File: config.mk
export PLATFORM = sky130hd
export DESIGN_NAME = url_percent_decoder_flat
export DESIGN_NICKNAME = d
export VERILOG_FILES = /design/src/sv/url_pct_pkg.sv /design/src/sv/url_pct_if.sv /design/src/sv/url_pct_core.sv /design/src/sv/url_pct_out_queue.sv /design/src/sv/url_percent_decoder.sv /design/src/flat_wrapper.sv
export SDC_FILE = /design/constraint.sdc
export NUM_CORES = 1
export LEC_CHECK = 0
export BUFFER_PORTS_ARGS = -buffer_cell sky130_fd_sc_hd__buf_2
export CAP_MARGIN = 30
export CORE_UTILIZATION = 30
export CTS_BUF_LIST = sky130_fd_sc_hd__clkbuf_8
export CTS_CLUSTER_DIAMETER = 50
export DETAILED_ROUTE_END_ITERATION = 8
export SYNTH_ARGS = -nofsm -noshare
export SYNTH_HDL_FRONTEND = slang
export SYNTH_HIERARCHICAL = 1
export SYNTH_SLANG_ARGS = --single-unit
File: constraint.sdc
create_clock -name clk_i -period 5.9 [get_ports clk_i]
set_clock_uncertainty 0.05 [all_clocks]
set_input_delay 1.18 -clock clk_i [delete_from_list [all_inputs] [get_ports clk_i]]
set_output_delay 1.18 -clock clk_i [all_outputs]
set_load 0.02 [all_outputs]
File: src/sv/url_pct_pkg.sv
// types, constants and helper functions for the url percent decoder
package url_pct_pkg;

  localparam int unsigned ByteW      = 8;
  localparam int unsigned MaxResults = 3;
  localparam int unsigned QueueDepth = 4;
  localparam int unsigned CountW     = $clog2(QueueDepth + 1);
  localparam int unsigned NumW       = $clog2(MaxResults + 1);

  localparam logic [ByteW-1:0] ChPercent = 8'h25;
  localparam logic [ByteW-1:0] ChPlus    = 8'h2b;
  localparam logic [ByteW-1:0] ChSpace   = 8'h20;

  typedef enum logic [1:0] {
    MODE_IDLE = 2'd0,
    MODE_PCT  = 2'd1,
    MODE_HELD = 2'd2
  } mode_e;

  typedef struct packed {
    logic [ByteW-1:0] data;
    logic             last;
  } result_t;

  // results of one decoded request, oldest in entry 0
  typedef struct packed {
    logic [NumW-1:0]                num;
    result_t [MaxResults-1:0]       res;
  } dec_t;

  function automatic logic hex_ok(input logic [ByteW-1:0] c);
    hex_ok = (c inside {[8'h30:8'h39], [8'h41:8'h46], [8'h61:8'h66]});
  endfunction

  // only meaningful for hex digits; letters of both cases share the low nibble
  function automatic logic [3:0] hex_val(input logic [ByteW-1:0] c);
    if (c <= 8'h39) begin
      hex_val = c[3:0];
    end else begin
      hex_val = c[3:0] + 4'd9;
    end
  endfunction

  function automatic logic [ByteW-1:0] plain(input logic [ByteW-1:0] c);
    plain = (c == ChPlus) ? ChSpace : c;
  endfunction

endpackage

File: src/sv/url_pct_if.sv
// request and result channel interfaces of the url percent decoder
interface url_pct_in_if;
  logic                          valid;
  logic                          ready;
  logic [url_pct_pkg::ByteW-1:0] in_byte;
  logic                          in_last;

  modport source (output valid, output in_byte, output in_last, input ready);
  modport sink   (input valid, input in_byte, input in_last, output ready);
endinterface

interface url_pct_out_if;
  logic                          valid;
  logic                          ready;
  logic [url_pct_pkg::ByteW-1:0] out_byte;
  logic                          out_last;

  modport source (output valid, output out_byte, output out_last, input ready);
  modport sink   (input valid, input out_byte, input out_last, output ready);
endinterface

File: src/sv/url_pct_core.sv
// escape tracking and combinational decode of one input byte
module url_pct_core (
  input  logic                clk_i,
  input  logic                rst_ni,
  input  logic                take_i,
  url_pct_in_if.sink          req_i,
  output url_pct_pkg::dec_t   dec_o
);

  url_pct_pkg::mode_e                mode_q, mode_d;
  logic [url_pct_pkg::ByteW-1:0]     held_q, held_d;
  logic                              accept;
  logic [url_pct_pkg::ByteW-1:0]     c;
  logic                              last;

  assign req_i.ready = take_i;
  assign accept      = req_i.valid && take_i;
  assign c           = req_i.in_byte;
  assign last        = req_i.in_last;

  always_comb begin
    mode_d = mode_q;
    held_d = held_q;
    dec_o  = '0;
    case (mode_q)
      url_pct_pkg::MODE_PCT: begin
        if (last) begin
          dec_o.num         = url_pct_pkg::NumW'(2);
          dec_o.res[0].data = url_pct_pkg::ChPercent;
          dec_o.res[1].data = url_pct_pkg::plain(c);
          dec_o.res[1].last = 1'b1;
          mode_d            = url_pct_pkg::MODE_IDLE;
          held_d            = '0;
        end else begin
          held_d = c;
          mode_d = url_pct_pkg::MODE_HELD;
        end
      end
      url_pct_pkg::MODE_HELD: begin
        if (url_pct_pkg::hex_ok(held_q) && url_pct_pkg::hex_ok(c)) begin
          dec_o.num         = url_pct_pkg::NumW'(1);
          dec_o.res[0].data = {url_pct_pkg::hex_val(held_q), url_pct_pkg::hex_val(c)};
          dec_o.res[0].last = last;
        end else begin
          // not an escape after all: pass all three bytes raw
          dec_o.num         = url_pct_pkg::NumW'(3);
          dec_o.res[0].data = url_pct_pkg::ChPercent;
          dec_o.res[1].data = held_q;
          dec_o.res[2].data = c;
          dec_o.res[2].last = last;
        end
        mode_d = url_pct_pkg::MODE_IDLE;
        held_d = '0;
      end
      default: begin
        if (c == url_pct_pkg::ChPercent && !last) begin
          mode_d = url_pct_pkg::MODE_PCT;
        end else begin
          dec_o.num         = url_pct_pkg::NumW'(1);
          dec_o.res[0].data = url_pct_pkg::plain(c);
          dec_o.res[0].last = last;
          mode_d            = url_pct_pkg::MODE_IDLE;
          if (last) begin
            held_d = '0;
          end
        end
      end
    endcase
    if (!accept) begin
      mode_d    = mode_q;
      held_d    = held_q;
      dec_o.num = '0;
    end
  end

  always_ff @(posedge clk_i or negedge rst_ni) begin
    if (!rst_ni) begin
      mode_q <= url_pct_pkg::MODE_IDLE;
      held_q <= '0;
    end else begin
      mode_q <= mode_d;
      held_q <= held_d;
    end
  end

endmodule

File: src/sv/url_pct_out_queue.sv
// result queue: takes up to three results at once, hands out one per cycle while the receiver is ready
module url_pct_out_queue (
  input  logic                clk_i,
  input  logic                rst_ni,
  input  url_pct_pkg::dec_t   dec_i,
  output logic                take_o,
  url_pct_out_if.source       rsp_o
);

  localparam int unsigned Depth  = url_pct_pkg::QueueDepth;
  localparam int unsigned CountW = url_pct_pkg::CountW;

  url_pct_pkg::result_t        slot_q [Depth];
  url_pct_pkg::result_t        slot_d [Depth];
  logic [CountW-1:0]           count_q, count_d;
  logic [CountW-1:0]           base;
  logic [CountW-1:0]           off;
  logic                        pop;

  assign pop            = rsp_o.valid && rsp_o.ready;
  assign rsp_o.valid    = (count_q != '0);
  assign rsp_o.out_byte = slot_q[0].data;
  assign rsp_o.out_last = slot_q[0].last;
  // room for a full three-result burst even if nothing leaves this cycle
  assign take_o         = (count_q <= CountW'(Depth - url_pct_pkg::MaxResults));

  always_comb begin
    base = count_q - CountW'(pop);
    off  = '0;
    for (int i = 0; i < Depth; i++) begin
      slot_d[i] = slot_q[i];
    end
    if (pop) begin
      for (int i = 0; i < Depth - 1; i++) begin
        slot_d[i] = slot_q[i + 1];
      end
    end
    for (int i = 0; i < Depth; i++) begin
      off = CountW'(i) - base;
      if (CountW'(i) >= base && off < CountW'(dec_i.num)) begin
        slot_d[i] = dec_i.res[off[url_pct_pkg::NumW-1:0]];
      end
    end
    count_d = base + CountW'(dec_i.num);
  end

  always_ff @(posedge clk_i or negedge rst_ni) begin
    if (!rst_ni) begin
      count_q <= '0;
    end else begin
      count_q <= count_d;
    end
  end

  always_ff @(posedge clk_i) begin
    for (int i = 0; i < Depth; i++) begin
      slot_q[i] <= slot_d[i];
    end
  end

endmodule

File: src/sv/url_percent_decoder.sv
// url percent decoder top level
// Decodes a percent-encoded URL one byte per request: '+' turns into a space,
// '%' with two hex digits turns into one byte, and a '%' with a bad pair or
// too few bytes after it comes out raw. A byte is decoded in the cycle it is
// taken and its results land in a four-entry output queue, so a result can
// leave the cycle after its request. The queue hands out one result per
// cycle while the receiver is ready; requests are taken every cycle while
// it holds at most one result. A bad escape makes three results and holds
// the input off while they drain; bytes after a pending '%' make no result.
module url_percent_decoder (
  input  logic            clk_i,
  input  logic            rst_ni,
  url_pct_in_if.sink      req_i,
  url_pct_out_if.source   rsp_o
);

  url_pct_pkg::dec_t dec;
  logic              take;

  url_pct_core u_core (
    .clk_i  (clk_i),
    .rst_ni (rst_ni),
    .take_i (take),
    .req_i  (req_i),
    .dec_o  (dec)
  );

  url_pct_out_queue u_queue (
    .clk_i  (clk_i),
    .rst_ni (rst_ni),
    .dec_i  (dec),
    .take_o (take),
    .rsp_o  (rsp_o)
  );

endmodule

File: src/flat_wrapper.sv
// flat-port wrapper written by rule: the top's interface ports become plain ports
module url_percent_decoder_flat 
  (clk_i, rst_ni, req_i_valid, req_i_in_byte, req_i_in_last, req_i_ready, rsp_o_valid, rsp_o_out_byte, rsp_o_out_last, rsp_o_ready);
  url_pct_in_if req_i_i ();
  url_pct_out_if rsp_o_i ();
  input  logic clk_i;
  input  logic rst_ni;
  input wire logic [$bits(req_i_i.valid)-1:0] req_i_valid;
  input wire logic [$bits(req_i_i.in_byte)-1:0] req_i_in_byte;
  input wire logic [$bits(req_i_i.in_last)-1:0] req_i_in_last;
  output wire logic [$bits(req_i_i.ready)-1:0] req_i_ready;
  output wire logic [$bits(rsp_o_i.valid)-1:0] rsp_o_valid;
  output wire logic [$bits(rsp_o_i.out_byte)-1:0] rsp_o_out_byte;
  output wire logic [$bits(rsp_o_i.out_last)-1:0] rsp_o_out_last;
  input wire logic [$bits(rsp_o_i.ready)-1:0] rsp_o_ready;
  assign req_i_i.valid = req_i_valid;
  assign req_i_i.in_byte = req_i_in_byte;
  assign req_i_i.in_last = req_i_in_last;
  assign req_i_ready = req_i_i.ready;
  assign rsp_o_valid = rsp_o_i.valid;
  assign rsp_o_out_byte = rsp_o_i.out_byte;
  assign rsp_o_out_last = rsp_o_i.out_last;
  assign rsp_o_i.ready = rsp_o_ready;
  url_percent_decoder u_core (.clk_i(clk_i), .rst_ni(rst_ni), .req_i(req_i_i), .rsp_o(rsp_o_i));
endmodule
==> results of run 1 <==
## how the worst min path moves through the flow
stage	startpoint	to	depth (start not counted)
2_1_floorplan	u_core/u_core/mode_q[1]	u_core/u_core/mode_q[1]	1
3_3_place_gp	u_core/u_core/mode_q[0]	u_core/u_core/mode_q[0]	2
3_5_place_dp	u_core/u_core/mode_q[1]	u_core/u_core/mode_q[1]	1
4_1_cts	u_core/u_core/mode_q[1]	u_core/u_core/mode_q[1]	1
5_1_grt	u_core/u_queue/slot_q[2][2]	u_core/u_queue/slot_q[1][2]	1
6_report	u_core/u_core/mode_q[1]	u_core/u_core/mode_q[1]	1
## cell usage after synthesis (2+ instances only)
cell | instances | area [um2]
nand3_1 | 11 | 55.1
mux2_4 | 11 | 165
buf_2 | 3 | 15.0
o211a_1 | 2 | 20.0
o22ai_1 | 4 | 25.0
and3_1 | 3 | 18.8
o2111a_1 | 2 | 22.5
a22o_1 | 16 | 140
a211oi_1 | 5 | 37.5
ha_1 | 19 | 238
nand2b_1 | 6 | 37.5
and2_1 | 2 | 12.5
nor2_1 | 12 | 45.0
nor2b_1 | 7 | 43.8
nand2_1 | 30 | 113
inv_1 | 19 | 71.3
xnor2_1 | 4 | 35.0
buf_6 | 3 | 33.8
o21ai_0 | 28 | 140
a21oi_1 | 17 | 85.1
buf_1 | 2 | 7.51
or2_2 | 2 | 12.5
clkbuf_1 | 14 | 52.6
dfrtp_1 | 13 | 325
edfxtp_1 | 36 | 1080
mux2i_1 | 14 | 140
and3_2 | 5 | 37.5
mux2_2 | 28 | 315
## cell families (layout without fill, tap and decap cells)
logic type | after synthesis | in the layout | share of synthesized area
multiplexers | 53 | 53 | 0.171
buffers and inverters | 42 | 54 | 0.0516
XOR/XNOR | 5 | 5 | 0.0141
AND/OR/NAND/NOR | 91 | 91 | 0.138
adder cells (fa/ha/maj) | 20 | 20 | 0.0709
AO/OA/AOI/OAI | 89 | 89 | 0.168
flip-flops | 49 | 49 | 0.387
## final cells by class
cell class / instances / area share
Multi-Input combinational cell: 258 / 0.520
Clock inverter: 3 / 0.00573
Sequential cell: 49 / 0.358
Inverter: 19 / 0.0181
Timing Repair Buffer: 27 / 0.0357
Tap cell: 143 / 0.0455
Clock buffer: 5 / 0.0175
## flip-flops by register name, indices dropped and copies added, names as in the netlist
| register | cells |
|---|---|
| u_core/u_core/held_q | 8 |
| u_core/u_core/mode_q | 2 |
| u_core/u_queue/count_q | 3 |
| u_core/u_queue/slot_q | 36 |
## worst max-delay path, cell delays in order
cell and delay, ns:
buf_2 0.12, inv_1 0.10, ha_1 0.24, or4b_2 0.67, o31a_1 0.15, o2111ai_2 0.17
o21ai_0 0.21, nor2_1 0.30, inv_1 0.15, ha_1 0.31, nor2b_1 0.13, a2111o_1 0.49
nand2_1 0.40
## power by group through the flow
stage | Clock, mW | Sequential, mW | Combinational (mW)
after CTS | 0.216 | 0.636 | 1.17
after global routing | 0.227 | 0.648 | 1.26
after floorplan | 0 | 0.674 | 0.893
final | 0.205 | 0.632 | 1.15
after global placement | 0 | 0.640 | 1.15
after detailed placement | 0 | 0.645 | 1.16
## routing by layer
metal	global-route usage	vias up	wire, um
met2	0.237	48	4140
met5	0	-	0
met4	0.0631	0	224
met1	0.163	1304	3560
met3	0.0248	15	298
li1	-	1312	-
==> run metrics, run 1 <==
outcome=finished, violations left; failing checks=DRC; power per cell area=between 500 and 600 nW/um2; Worst slew margin=0.582; total internal power=1.18 mW; vias in the first global route=2696; first-pass GRT wire length=13400 um; Flop pwr share=0.319; grt ovf=0; clock power share=0.104; Worst Hold Class=flip-flop to flip-flop; gr usage total=0.136; fin crit share=0.793; Yosys warnings=6; Post-CTS Hold Buffers=0; Max-Cap Viols=0; startpoint types=input pin; DIE HEIGHT=112 um; TritonCTS Sinks=a little under 50; # setup viols final=0; FF-to-FF End=u_core/u_queue/slot_q[0][4]; Nets=393; Final min period=4.68 ns; fillers=1179; Post-Syn Instances=349; post-synthesis async set-or-reset flop share=0.265; dpl cell area=between 3000 and 4000 um2; initial antenna violation count=0; PnR Total Power=slightly below 2 mW; switching power=slightly above 0.8 mW; area of the multi-input gates=2040 um2; post-DP HPWL=6360 um; Final Routed Wirelength=approximately 8200 um; Post-CTS Repair Setup Buffers=0; Core Util, Final=0.338; CORE AREA=11600 um2; synth unique cells=59; CTS max path bufs=2; Register Area=between 1000 and 1500 um2; Worst EP arrival=4.60 ns; cts bufs inserted=5; CP endpoint kind=flip-flop; DIE AREA=12600 um2; syn_nets=between 300 and 400; Setup crit start=req_i_in_byte[1]; R2R Setup Slk=about 1.8 ns; initial core utilization=0.313; Non-Filler Instances=504; DRT Pass-1 Iters=7; final slew viol count=0; Antenna Cells=0; Max FO, Critical Path=10; post-route cell area=3930 um2; Main synth FF type=edfxtp_1; DR DRC count=2; worst skew pair latency=0.31 ns; wire length per cell=16.3 um; Clock Root Buffer=clkbuf_8; P&R area growth vs syn=8.09%; largest net degree at the start of global routing=44; number of DRC markers in iteration 0=223; WS Path Type=input pin to flip-flop; Tightest Pin Transition=0.624 ns; part of the Yosys area used for sequential elements=0.387; Crit Reg-Reg Startpoint=u_core/u_queue/count_q[2]; pre-CTS worst setup slack=0.882 ns; Post-synth EDFFs=36; worst setup path end=u_core/u_queue/slot_q[2][2]; Std-Cell Rows=39; RSZ-0062 raised after global routing=no; final count of hold timing violations=0; detail-routed via count per cell=5.32; most common cell after layout, fill and taps aside=edfxtp_1; WP data required=5.82 ns; Mapped Area=3640 um2; Mapped Avg Cell Area=10.4 um2; hold slack=0.475 ns; CTS clk-pin slew, worst paths=0.10 ns; slack of the critical path=between 1 and 1.5 ns; setup TNS=0 ns; dpl cells=496; post-cts sizing count=0; Final ANT Viol Nets=0; R2R depth=12; share of cells above drive strength 1=0.255; Vias=2679; I/O pin total=24; PortBufs=23; most frequent cells in the layout=edfxtp_1, nand2_1, o21ai_0, mux2_2, buf_2; CTS tree=yes; Static Leakage=1.64 nW; Fmax=214 MHz; FF+latch count, synth=49; Die W=~110 um; H-tree depth=2; logic gate share of total power=0.578; gpl congestion=around 0.9; Peak VDD IR=0.000200 V; Switching Fraction=0.407
Note: power is estimated with default switching activity, not from simulation.
==> inputs of run 2 (changes only) <==
clock period = 4.1 ns   (was 5.9 ns; I/O delays follow)
==> run 2 against run 1 <==
The flow still finishes with violations (DRC). Critical path depth unchanged. First-iteration DRC count down 30%. Sequential share of layout area down 0.98 points. Largest cell class unchanged. Highest routed layer unchanged.
==> run metrics, run 2 (synthesis gave the netlist of run 1 again) <==
number of DRC markers in iteration 0=157; most common cell after layout, fill and taps aside=edfxtp_1; Final ANT Viol Nets=0; PortBufs=23; Die W=112 um; Crit Reg-Reg Startpoint=u_core/u_queue/count_q[2]; Antenna Cells=0; CTS clk-pin slew, worst paths=~0.10 ns; slowest cell on the critical path=or4b_2; post-DP HPWL=6450 um; share of cells above drive strength 1=0.285; WS Path Type=input pin to flip-flop; DIE AREA=about 13000 um2; failing checks=DRC; I/O pin total=24; Core Util, Final=0.348; FF-to-FF End=u_core/u_queue/slot_q[0][6]; Critical Path Stages=13; outcome=finished, violations left; gr usage total=0.140; # setup viols final=0; Static Leakage=1.70 nW; cts bufs inserted=5; P&R area growth vs syn=11.1%; setup TNS=0 ns; initial antenna violation count=0; hold slack=between 0.3 and 0.4 ns; Worst slew margin=0.552; TritonCTS Sinks=49; grt ovf=0; power per cell area=just over 700 nW/um2; most flop-heavy register=u_core/u_queue/slot_q; Max FO, Critical Path=10; max reg flops=36; Max-Cap Viols=0; DIE HEIGHT=approximately 110 um; vias in the first global route=between 2000 and 3000; CORE AREA=11600 um2; Std-Cell Rows=39; Setup crit start=req_i_in_byte[1]; crit-path cells=buf_2 > inv_1 > ha_1 > or4b_2 > o31a_1 > o2111ai_2 > o21ai_1 > nor2_1 > inv_1 > ha_1 > nor2b_1 > or4_4 > mux2_4; Post-CTS Repair Setup Buffers=0; Post-CTS Hold Buffers=0; Worst Hold Class=input pin to async pin; first-pass GRT wire length=14000 um; fin crit share=0.921; RSZ-0062 raised after global routing=no; post-cts sizing count=0; largest net degree at the start of global routing=between 40 and 50; R2R Setup Slk=0.43 ns; Largest stage delay, worst path=0.66 ns; Worst EP arrival=around 3.8 ns; initial core utilization=0.313; gpl congestion=0.883; WP data required=4.12 ns; final slew viol count=0; most frequent cells in the layout=edfxtp_1, nand2_1, mux2_2; CP endpoint kind=flip-flop; Fmax=265 MHz; CP bufs+invs=3; critical path's top delay family=simple AND/OR/NAND/NOR gates; H-tree depth=2; detail-routed via count per cell=5.29; DRT Pass-1 Iters=6; DR DRC count=1; Nets=407; worst setup path end=u_core/u_queue/slot_q[0][6]; Clock Root Buffer=clkbuf_8; CTS tree=yes; Vias=2739; wire length per cell=16.4 um; R2R depth=12; worst skew pair latency=~0.31 ns; CTS max path bufs=2; Final min period=~3.8 ns; largest registers=u_core/u_queue/slot_q (36), u_core/u_core/held_q (8), u_core/u_queue/count_q (3); Peak VDD IR=0.000300 V; Final Routed Wirelength=around 8500 um; startpoint types=input pin; final count of hold timing violations=0; Tightest Pin Transition=between 0.6 and 0.7 ns
==> run 2: changes by cell type in the layout (fill, tap and decap cells not counted) <==
cell        delta
buf_4         +14
clkinv_4       -2
clkinvlp_4     +1
inv_6          +1
nand2_1        -1
nand2_2        +1
o21ai_0        -1
o21ai_1        +1
or3_2          -1
or3_4          +1
==> run 2: cell type report <==
| type | count | area (um2) |
|---|---|---|
| well taps | 143 | 179 |
| clock inverters | 3 | 21.3 |
| flip-flops and latches | 49 | 1410 |
| clock buffers | 5 | 68.8 |
| inverters | 19 | 71.3 |
| repair buffers | 41 | 245 |
| multi-input cells | 258 | 2050 |
| fillers | 1184 | 7570 |
==> run 2: how the worst min path moves through the flow <==
| stage | to | slack [ns] | cells past startpoint |
|---|---|---|---|
| 2_1_floorplan | u_core/u_core/mode_q[1] | 0.43 | 1 |
| 3_3_place_gp | u_core/u_core/mode_q[0] | 0.44 | 2 |
| 3_5_place_dp | u_core/u_core/mode_q[0] | 0.46 | 2 |
| 4_1_cts | u_core/u_core/held_q[6] | 0.33 | 1 |
| 5_1_grt | u_core/u_core/held_q[4] | 0.35 | 1 |
| 6_report | u_core/u_core/held_q[5] | 0.33 | 1 |
==> run 2: stage by stage <==
stage          std cells  total power [mW]  setup WS (ns)  cell area, um2
6_report             518              2.91          0.326            4040
3_3_place_gp         508              2.62         0.0247            3940
2_1_floorplan        349              2.30         0.0174            3660
3_5_place_dp         510              2.65        -0.0120            3950
4_1_cts              518              2.95          0.332            4040
5_1_grt              518              3.13          0.204            4040
==> run 2: metal layers <==
layer  global-route usage  up-vias  routed length (um)
met2                0.250       47                4270
li1                     -     1339                   -
met1                0.177     1340                3860
met4               0.0382        0                 132
met3               0.0211       13                 250
met5                    0        -                   0
==> run 2: report_power, final <==
part | internal, mW | switching [mW] | total, mW
clock | 0.121 | 0.173 | 0.294
sequential | 0.852 | 0.0582 | 0.910
combinational | 0.761 | 0.947 | 1.71
